### config.mk
export PLATFORM = sky130hd
export DESIGN_NAME = animation_track_frame_stepper
export DESIGN_NICKNAME = d
export VERILOG_FILES = /design/src/design/ats_pkg.sv /design/src/design/animation_track_frame_stepper.sv /design/src/design/ats_track_mem.sv /design/src/design/ats_track_update.sv
export SDC_FILE = /design/constraint.sdc
export NUM_CORES = 1
export LEC_CHECK = 0
export BUFFER_PORTS_ARGS = -buffer_cell sky130_fd_sc_hd__buf_2
export CAP_MARGIN = 20
export CORE_UTILIZATION = 38
export DETAILED_ROUTE_END_ITERATION = 8
export PLACE_DENSITY = 0.53
export SETUP_SLACK_MARGIN = 0.5
export SYNTH_ARGS = -nofsm -noshare
export SYNTH_HDL_FRONTEND = slang
export SYNTH_SLANG_ARGS = --single-unit
### constraint.sdc
create_clock -name clk -period 9.32 [get_ports clk]
set_clock_uncertainty 0.1 [all_clocks]
set_input_delay 1.398 -clock clk [delete_from_list [all_inputs] [get_ports clk]]
set_output_delay 1.398 -clock clk [all_outputs]
set_load 0.03 [all_outputs]
### src/design/ats_pkg.sv
`timescale 1ns / 1ps
`default_nettype none

package ats_pkg;

    // Table size and fixed-point format.
    localparam int TRACKS    = 16;
    localparam int FRAC_BITS = 8;

    // Derived widths.
    localparam int IDX_W   = (TRACKS > 1) ? $clog2(TRACKS) : 1;
    localparam int CNT_W   = $clog2(TRACKS + 1);
    localparam int INT_W   = 12;
    localparam int POS_W   = INT_W + FRAC_BITS;
    localparam int SECS_W  = 16;
    localparam int FPS_W   = 8;
    localparam int PROD_W  = SECS_W + FPS_W;
    localparam int SHIFT   = SECS_W - FRAC_BITS;
    localparam int ADV_W   = PROD_W - SHIFT;
    localparam int ID_W    = 8;
    localparam int FC_W    = 13;
    localparam int FRAME_W = 20;
    localparam int CMD_W   = 3;
    localparam int CMP_W   = (POS_W > FRAME_W) ? POS_W : FRAME_W;

    localparam logic [FC_W-1:0]  MAX_FRAMES = FC_W'(4096);
    localparam logic [POS_W-1:0] POS_MAX    = '1;
    localparam logic [FPS_W-1:0] FPS_RESET  = FPS_W'(30);

    // Command codes.
    localparam logic [CMD_W-1:0] CMD_CLEAR = 3'd0;
    localparam logic [CMD_W-1:0] CMD_LOAD  = 3'd1;
    localparam logic [CMD_W-1:0] CMD_HOLD  = 3'd2;
    localparam logic [CMD_W-1:0] CMD_FIRE  = 3'd3;
    localparam logic [CMD_W-1:0] CMD_STEP  = 3'd4;

    // One table entry. The frame count is kept as its last frame index,
    // since a stored track always has between one and 4096 frames.
    typedef struct packed {
        logic [ID_W-1:0]  object_id;
        logic [INT_W-1:0] last_frame;
        logic [POS_W-1:0] position;
        logic             reverse;
        logic             once;
        logic             finished;
    } entry_t;

endpackage

`default_nettype wire

### src/design/animation_track_frame_stepper.sv
`timescale 1ns / 1ps
`default_nettype none

// Animation track frame stepper. The block keeps a table of up to TRACKS
// animation tracks in a single-port-read, single-port-write memory and takes
// one command word at a time on the input channel. Clear and load finish in
// the cycle the word is accepted. Hold and fire search the table for the
// first track with the matching object id, reading one entry per cycle. A
// step reads the stored tracks in table order at one entry per cycle while
// the output is not stalled, sends each track's position before the advance
// as one result word, and writes the advanced entry back in the same cycle;
// its pace is limited by the memory read port and by the output channel
// when it stalls. The advance is seconds times frames_per_second, truncated
// to the frame fraction, computed once when the step word is accepted. The
// input channel is ready only between commands, while the last result of a
// step may still wait in the output register.
// The frames_per_second register resets to 30 and may be written only while
// the block is idle. A step on an empty table gives no result words.
module animation_track_frame_stepper
    import ats_pkg::*;
(
    input  wire logic                 clk,
    input  wire logic                 rst_n,

    input  wire logic                 cfg_wr_en,
    input  wire logic [FPS_W-1:0]     cfg_wr_data,

    input  wire logic                 in_valid,
    output logic                      in_ready,
    input  wire logic [CMD_W-1:0]     command,
    input  wire logic [ID_W-1:0]      object_id,
    input  wire logic [FC_W-1:0]      frame_count,
    input  wire logic [FRAME_W-1:0]   start_frame,
    input  wire logic                 reverse_flag,
    input  wire logic                 once_flag,
    input  wire logic                 open_flag,
    input  wire logic                 at_once_flag,
    input  wire logic [SECS_W-1:0]    seconds,

    output logic                      out_valid,
    input  wire logic                 out_ready,
    output logic [ID_W-1:0]           track_object,
    output logic [FRAME_W-1:0]        frame_value,
    output logic                      is_last
);

    localparam logic [1:0] ST_IDLE = 2'd0;
    localparam logic [1:0] ST_STEP = 2'd1;
    localparam logic [1:0] ST_FIND = 2'd2;

    // Control state.
    logic [1:0]       state_reg, state_next;
    logic [CNT_W-1:0] total_reg, total_next;
    logic [CNT_W-1:0] rd_idx_reg, rd_idx_next;
    logic             p1_valid_reg, p1_valid_next;
    logic [IDX_W-1:0] p1_idx_reg, p1_idx_next;
    logic [FPS_W-1:0] fps_reg;
    logic             out_valid_reg;

    // Command operands held for the duration of a step or search.
    logic [ADV_W-1:0] adv_reg;
    logic [ID_W-1:0]  find_id_reg;
    logic             find_fire_reg;
    logic             open_reg;
    logic             at_once_reg;

    // Output payload.
    logic [ID_W-1:0]    track_object_reg;
    logic [FRAME_W-1:0] frame_value_reg;
    logic               is_last_reg;

    // Memory ports.
    logic             mem_wr_en;
    logic [IDX_W-1:0] mem_wr_addr;
    entry_t           mem_wr_data;
    logic             mem_rd_en;
    logic [IDX_W-1:0] mem_rd_addr;
    entry_t           mem_rd_data;
    entry_t           stepped;

    logic             accept;
    logic [IDX_W-1:0] last_idx;
    logic             p1_is_last;
    logic             step_consume;
    logic             find_hit;
    logic             find_end;
    logic             more_to_read;

    // Load datapath.
    logic [FC_W-1:0]  fc_sat;
    logic [INT_W-1:0] load_last_frame;
    logic [POS_W-1:0] load_last_pos;
    logic             load_ok;
    entry_t           load_entry;

    // Hold and fire datapath.
    entry_t           found_entry;

    logic [PROD_W-1:0] product;

    ats_track_mem u_mem (
        .clk     (clk),
        .wr_en   (mem_wr_en),
        .wr_addr (mem_wr_addr),
        .wr_data (mem_wr_data),
        .rd_en   (mem_rd_en),
        .rd_addr (mem_rd_addr),
        .rd_data (mem_rd_data)
    );

    ats_track_update u_update (
        .cur (mem_rd_data),
        .adv (adv_reg),
        .nxt (stepped)
    );

    assign in_ready     = (state_reg == ST_IDLE);
    assign accept       = in_valid && in_ready;
    assign out_valid    = out_valid_reg;
    assign track_object = track_object_reg;
    assign frame_value  = frame_value_reg;
    assign is_last      = is_last_reg;

    assign last_idx     = IDX_W'(total_reg - CNT_W'(1));
    assign p1_is_last   = (p1_idx_reg == last_idx);
    assign more_to_read = (rd_idx_reg < total_reg);
    assign step_consume = (state_reg == ST_STEP) && p1_valid_reg
                          && (!out_valid_reg || out_ready);
    assign find_hit     = (state_reg == ST_FIND) && p1_valid_reg
                          && (mem_rd_data.object_id == find_id_reg);
    assign find_end     = (state_reg == ST_FIND) && p1_valid_reg
                          && (find_hit || p1_is_last);

    // Load entry: the frame count saturates at 4096 and the start position is
    // clamped to the last frame; reverse tracks start at the last frame.
    always_comb
    begin
        fc_sat          = (frame_count > MAX_FRAMES) ? MAX_FRAMES : frame_count;
        load_last_frame = INT_W'(fc_sat - FC_W'(1));
        load_last_pos   = {load_last_frame, {FRAC_BITS{1'b0}}};
        load_ok         = (frame_count != '0) && !(reverse_flag && once_flag)
                          && (total_reg < CNT_W'(TRACKS));
        load_entry.object_id  = object_id;
        load_entry.last_frame = load_last_frame;
        load_entry.reverse    = reverse_flag;
        load_entry.once       = once_flag;
        load_entry.finished   = 1'b0;
        if (reverse_flag || (CMP_W'(start_frame) > CMP_W'(load_last_pos)))
        begin
            load_entry.position = load_last_pos;
        end
        else
        begin
            load_entry.position = POS_W'(start_frame);
        end
    end

    // Hold parks the track at zero, finished; fire sets the direction and may
    // jump straight to its end.
    always_comb
    begin
        found_entry = mem_rd_data;
        found_entry.once = 1'b1;
        if (find_fire_reg)
        begin
            found_entry.reverse  = !open_reg;
            found_entry.finished = at_once_reg;
            if (at_once_reg)
            begin
                found_entry.position = open_reg
                    ? {mem_rd_data.last_frame, {FRAC_BITS{1'b0}}} : '0;
            end
        end
        else
        begin
            found_entry.position = '0;
            found_entry.reverse  = 1'b1;
            found_entry.finished = 1'b1;
        end
    end

    // Memory access. A step reads entry i while it writes back entry i-1, and
    // every entry is visited once, so no read ever meets a pending write to
    // the same entry.
    always_comb
    begin
        mem_rd_en   = 1'b0;
        mem_wr_en   = 1'b0;
        mem_wr_addr = p1_idx_reg;
        mem_wr_data = stepped;
        unique case (state_reg)
            ST_IDLE:
            begin
                mem_wr_en   = accept && (command == CMD_LOAD) && load_ok;
                mem_wr_addr = total_reg[IDX_W-1:0];
                mem_wr_data = load_entry;
            end
            ST_STEP:
            begin
                mem_rd_en = more_to_read && (!p1_valid_reg || step_consume);
                mem_wr_en = step_consume;
            end
            ST_FIND:
            begin
                mem_rd_en   = more_to_read && !find_end;
                mem_wr_en   = find_hit;
                mem_wr_data = found_entry;
            end
            default:
            begin
                mem_rd_en = 1'b0;
            end
        endcase
        mem_rd_addr = rd_idx_reg[IDX_W-1:0];
    end

    // Sequencer.
    always_comb
    begin
        state_next  = state_reg;
        total_next  = total_reg;
        rd_idx_next = mem_rd_en ? rd_idx_reg + CNT_W'(1) : rd_idx_reg;
        p1_idx_next = mem_rd_en ? rd_idx_reg[IDX_W-1:0] : p1_idx_reg;
        p1_valid_next = mem_rd_en
            || (p1_valid_reg && !step_consume && (state_reg != ST_FIND));
        unique case (state_reg)
            ST_IDLE:
            begin
                rd_idx_next   = '0;
                p1_valid_next = 1'b0;
                if (accept)
                begin
                    case (command) inside
                        CMD_CLEAR:
                        begin
                            total_next = '0;
                        end
                        CMD_LOAD:
                        begin
                            if (load_ok)
                            begin
                                total_next = total_reg + CNT_W'(1);
                            end
                        end
                        CMD_STEP:
                        begin
                            if (total_reg != '0)
                            begin
                                state_next = ST_STEP;
                            end
                        end
                        CMD_HOLD, CMD_FIRE:
                        begin
                            if (total_reg != '0)
                            begin
                                state_next = ST_FIND;
                            end
                        end
                        default:
                        begin
                            state_next = ST_IDLE;
                        end
                    endcase
                end
            end
            ST_STEP:
            begin
                if (step_consume && p1_is_last)
                begin
                    state_next = ST_IDLE;
                end
            end
            ST_FIND:
            begin
                if (find_end)
                begin
                    state_next = ST_IDLE;
                end
            end
            default:
            begin
                state_next = ST_IDLE;
            end
        endcase
    end

    assign product = PROD_W'(seconds) * PROD_W'(fps_reg);

    always_ff @(posedge clk or negedge rst_n)
    begin
        if (!rst_n)
        begin
            state_reg     <= ST_IDLE;
            total_reg     <= '0;
            rd_idx_reg    <= '0;
            p1_valid_reg  <= 1'b0;
            fps_reg       <= FPS_RESET;
            out_valid_reg <= 1'b0;
        end
        else
        begin
            state_reg    <= state_next;
            total_reg    <= total_next;
            rd_idx_reg   <= rd_idx_next;
            p1_valid_reg <= p1_valid_next;
            if (cfg_wr_en)
            begin
                fps_reg <= cfg_wr_data;
            end
            if (step_consume)
            begin
                out_valid_reg <= 1'b1;
            end
            else if (out_ready)
            begin
                out_valid_reg <= 1'b0;
            end
        end
    end

    always_ff @(posedge clk)
    begin
        p1_idx_reg <= p1_idx_next;
        if (accept)
        begin
            adv_reg       <= ADV_W'(product >> SHIFT);
            find_id_reg   <= object_id;
            find_fire_reg <= (command == CMD_FIRE);
            open_reg      <= open_flag;
            at_once_reg   <= at_once_flag;
        end
        if (step_consume)
        begin
            track_object_reg <= mem_rd_data.object_id;
            frame_value_reg  <= FRAME_W'(mem_rd_data.position);
            is_last_reg      <= p1_is_last;
        end
    end

endmodule

`default_nettype wire

### src/design/ats_track_mem.sv
`timescale 1ns / 1ps
`default_nettype none

// Track table: one write port, one read port with registered read data.
// The read data holds while no read is issued.
module ats_track_mem
    import ats_pkg::*;
(
    input  wire logic             clk,
    input  wire logic             wr_en,
    input  wire logic [IDX_W-1:0] wr_addr,
    input  wire entry_t           wr_data,
    input  wire logic             rd_en,
    input  wire logic [IDX_W-1:0] rd_addr,
    output entry_t                rd_data
);

    entry_t mem [TRACKS];

    always_ff @(posedge clk)
    begin
        if (wr_en)
        begin
            mem[wr_addr] <= wr_data;
        end
    end

    always_ff @(posedge clk)
    begin
        if (rd_en)
        begin
            rd_data <= mem[rd_addr];
        end
    end

endmodule

`default_nettype wire

### src/design/ats_track_update.sv
`timescale 1ns / 1ps
`default_nettype none

// Advances one track entry by one time step.
module ats_track_update
    import ats_pkg::*;
(
    input  wire entry_t           cur,
    input  wire logic [ADV_W-1:0] adv,
    output entry_t                nxt
);

    logic [POS_W-1:0] adv_ext;
    logic [POS_W:0]   sum;
    logic [POS_W-1:0] sum_sat;
    logic [POS_W-1:0] last_pos;

    always_comb
    begin
        adv_ext  = POS_W'(adv);
        sum      = {1'b0, cur.position} + {1'b0, adv_ext};
        sum_sat  = sum[POS_W] ? POS_MAX : sum[POS_W-1:0];
        last_pos = {cur.last_frame, {FRAC_BITS{1'b0}}};
        nxt      = cur;
        if (!cur.finished)
        begin
            if (cur.reverse)
            begin
                if (cur.position <= adv_ext)
                begin
                    nxt.position = '0;
                    nxt.finished = 1'b1;
                end
                else
                begin
                    nxt.position = cur.position - adv_ext;
                end
            end
            else if (cur.once)
            begin
                if (sum_sat >= last_pos)
                begin
                    nxt.position = last_pos;
                    nxt.finished = 1'b1;
                end
                else
                begin
                    nxt.position = sum_sat;
                end
            end
            else
            begin
                // Looping tracks wrap once the integer part reaches the last frame.
                if (sum_sat[POS_W-1:FRAC_BITS] >= cur.last_frame)
                begin
                    nxt.position = '0;
                end
                else
                begin
                    nxt.position = sum_sat;
                end
            end
        end
    end

endmodule

`default_nettype wire

==> results.json <==
{
  "syn_area_per_cell_um2": 16.4,
  "grt_setup_unrepaired": "false",
  "finalSetupTns_ns": 0,
  "critPathMaxFanout": 16,
  "total_setup_buffers_inserted_after_cts": 0,
  "slowest_stage": "sky130_fd_sc_hd__a32oi_1",
  "rows": 116,
  "post_drt_wl_per_cell_um": 26.3,
  "design.final.nets": 2788,
  "largest_register_ffs": 688,
  "syn_nets": 2633,
  "global_route.overflow_total": 0,
  "detail_route.drc_violations": 0,
  "power_per_cell_area_mw_per_mm2": 323,
  "min-delay-path-class": "reg2reg",
  "fillers": 8933,
  "cts_tree": "built",
  "clockBufferDepth": 3,
  "worstHoldStart": "out_valid",
  "highest_clock_rate_mhz": 140,
  "grt_max_degree": 68,
  "die_area_mm2": 0.103,
  "tightestPinTransition_ns": 1.14,
  "cts-resized-gates": 0,
  "area_growth_pct": 13.6,
  "synth-main-ff-cell": "sky130_fd_sc_hd__edfxtp_1",
  "clock_latency_ns": 0.67,
  "regToRegStartpoint": "u_mem.rd_data[9]",
  "synth_enable_flop_cells": 791,
  "slew_viol_final": 0,
  "n_antenna_cell": 0,
  "io_pins": 108,
  "floorplan.initialDensity": 0.385,
  "cap_viol_max_count": 0,
  "via_count_of_the_first_global_routing_pass": 22387,
  "area_occupied_by_multi_input_gates_mm2": 0.0134,
  "hold_viol_final": 0,
  "clkSlewWorstSetupHoldPaths_ns": 0.06,
  "die_width_um": 321,
  "global_route_total_usage_across_every_layer": 0.203,
  "timing.critical_path.cells": "ha_1, nor2b_1, a211oi_1, o31ai_1, a211oi_1, nor2_1, o21ai_0, ha_1, nand4_1, nor4_1, nand4_1, nor4bb_1, a22o_1, a2111oi_2, a32oi_1",
  "yosys_register_bits": 813,
  "fraction_of_final_layout_cells_with_drive_strength_greater_than_1": 0.222,
  "synth_area_mm2": 0.0386,
  "post_synth_inst_count": 2361,
  "final_cells": 3945,
  "status": "finished clean",
  "layout_min_cycle_time_ns": 7.15,
  "io_buffers": 107,
  "cts_inserted_buffers": 87,
  "area.sequential_mm2": 0.0243,
  "dp.final_hpwl_mm": 63.6,
  "synth_async_sr_flop_share": 0.0271,
  "routed-via-count": 21966,
  "post_drt_via_cell_ratio": 5.57,
  "chipHeight_um": 321,
  "max_transition_margin": 0.241,
  "antenna_violations_before_repair": 2,
  "worstSetupPathType": "reg2reg",
  "r2r_setup_slack_ns": 2.17,
  "grt_first_pass_wirelength_mm": 152,
  "cts_root_buf": "sky130_fd_sc_hd__clkbuf_16",
  "min_period_over_period": 0.767,
  "core_area_mm2": 0.100,
  "peakVddDrop_uv": 173,
  "detail-route-antenna-nets": 0,
  "critPathLaunch": "u_mem.rd_data[9]",
  "critical-path-max-stage-delay_ns": 0.88,
  "final_cell_mix": "791 x sky130_fd_sc_hd__edfxtp_1, 215 x sky130_fd_sc_hd__mux4_2, 172 x sky130_fd_sc_hd__inv_1, 130 x sky130_fd_sc_hd__nand2_1, 109 x sky130_fd_sc_hd__ha_1",
  "numClockSinks": 813,
  "cp-end-kind": "flop",
  "postCtsHoldBufs": 0,
  "data_required_critical_path_ns": 9.49,
  "drt-initial-drc-count": 1867,
  "power.static_leakage_uw": 0.0149,
  "ys_warn_count": 0,
  "report.final.setup_viol": 0,
  "htree_levels": 3,
  "dr.pass1.iters": 8,
  "placed_cells_incl_taps": 3771,
  "routed_wl_mm": 104,
  "layout.cells.most_common": "sky130_fd_sc_hd__edfxtp_1",
  "seq_area_frac_synth": 0.629,
  "worst_ep_arrival_ns": 7.31,
  "start_kind": "flop",
  "synthDistinctLibCells": 88,
  "gp_routability_congestion": 0.884
}
==> cells in the mapped netlist, types with 11 or more instances <==
cell type | count | share of area
sky130_fd_sc_hd__nand3_1 | 36 | 0.0047
sky130_fd_sc_hd__dfrtp_1 | 18 | 0.012
sky130_fd_sc_hd__o21ai_0 | 75 | 0.0097
sky130_fd_sc_hd__and2_1 | 78 | 0.013
sky130_fd_sc_hd__a21o_1 | 21 | 0.0041
sky130_fd_sc_hd__nor2b_1 | 17 | 0.0028
sky130_fd_sc_hd__clkbuf_1 | 65 | 0.0063
sky130_fd_sc_hd__nor4_1 | 13 | 0.0021
sky130_fd_sc_hd__o21ai_1 | 11 | 0.0014
sky130_fd_sc_hd__mux4_2 | 215 | 0.13
sky130_fd_sc_hd__edfxtp_1 | 791 | 0.61
sky130_fd_sc_hd__nand4_1 | 15 | 0.0024
sky130_fd_sc_hd__fa_1 | 85 | 0.044
sky130_fd_sc_hd__mux2_2 | 12 | 0.0035
sky130_fd_sc_hd__nand2_1 | 130 | 0.013
sky130_fd_sc_hd__ha_1 | 110 | 0.036
sky130_fd_sc_hd__a21oi_1 | 51 | 0.0066
sky130_fd_sc_hd__nor3_1 | 32 | 0.0041
sky130_fd_sc_hd__buf_1 | 22 | 0.0021
sky130_fd_sc_hd__a31oi_1 | 18 | 0.0029
sky130_fd_sc_hd__xnor2_1 | 42 | 0.0095
sky130_fd_sc_hd__nor2_1 | 88 | 0.0086
sky130_fd_sc_hd__nand2b_1 | 15 | 0.0024
sky130_fd_sc_hd__inv_1 | 173 | 0.017
sky130_fd_sc_hd__a211oi_1 | 11 | 0.0021
sky130_fd_sc_hd__xor2_1 | 18 | 0.0041
==> per-stage QoR <==
step           cell area (um^2)  utilization  power (uW)  setup WS (ns)  hold slack, ns
6_report                  43900        0.437       14200           2.17           0.413
4_1_cts                   43800        0.436       14200           2.34           0.416
3_5_place_dp              40900        0.408       10700           2.41           0.397
3_3_place_gp              40900        0.408       10700           2.68           0.387
5_1_grt                   43900        0.437       14900           1.76           0.442
2_1_floorplan             38600            -        8990           3.31           0.324
==> cell families (layout without fill, tap and decap cells) <==
logic type	after synthesis	after routing	share of synthesized area
adder cells (fa/ha/maj)	195	195	0.0797
buffers and inverters	275	502	0.0280
flip-flops	813	813	0.629
AO/OA/AOI/OAI	316	316	0.0581
AND/OR/NAND/NOR	469	469	0.0611
XOR/XNOR	60	60	0.0136
multiplexers	233	233	0.130
==> final cells by class <==
type | count | share of cell area
sequential | 813 | 0.554
multi-input combinational | 1273 | 0.305
tap | 1357 | 0.0387
inverter | 174 | 0.0149
timing repair buffer | 167 | 0.0226
clock inverter | 55 | 0.0128
clock buffer | 106 | 0.0517
==> worst paths after layout <==
path                               endpoint  cells past startpoint
setup reg to reg           u_mem.mem[4][20]                     15
hold / removal                    out_valid                      2
min in group asynchronous      p1_valid_reg                      1
setup / recovery           u_mem.mem[4][20]                     15
max in group asynchronous     rd_idx_reg[3]                      1
hold reg to reg                   out_valid                      2
==> worst max-delay path, delay by kind of cell (launching register included) <==
kind | cells | cell delay [ns]
compound gates | 7 | 2.91
fa+ha+maj | 2 | 0.97
simple gates | 6 | 2.31
flops | 1 | 0.46
==> report_power, final <==
group	leakage [uW]	internal (uW)	switching, uW	total, uW
Combinational	0.00606	1980	3440	5430
Sequential	0.00743	5060	292	5350
Clock	0.00138	1970	1440	3410
==> per-layer routing <==
layer	routed length, um	track usage	vias to the layer above
met1	45300	0.285	11587
met2	49800	0.330	770
li1	-	-	9490
met5	0	0	-
met3	6950	0.0378	119
met4	1650	0.0454	0
Power figures use the tool's default switching activity.
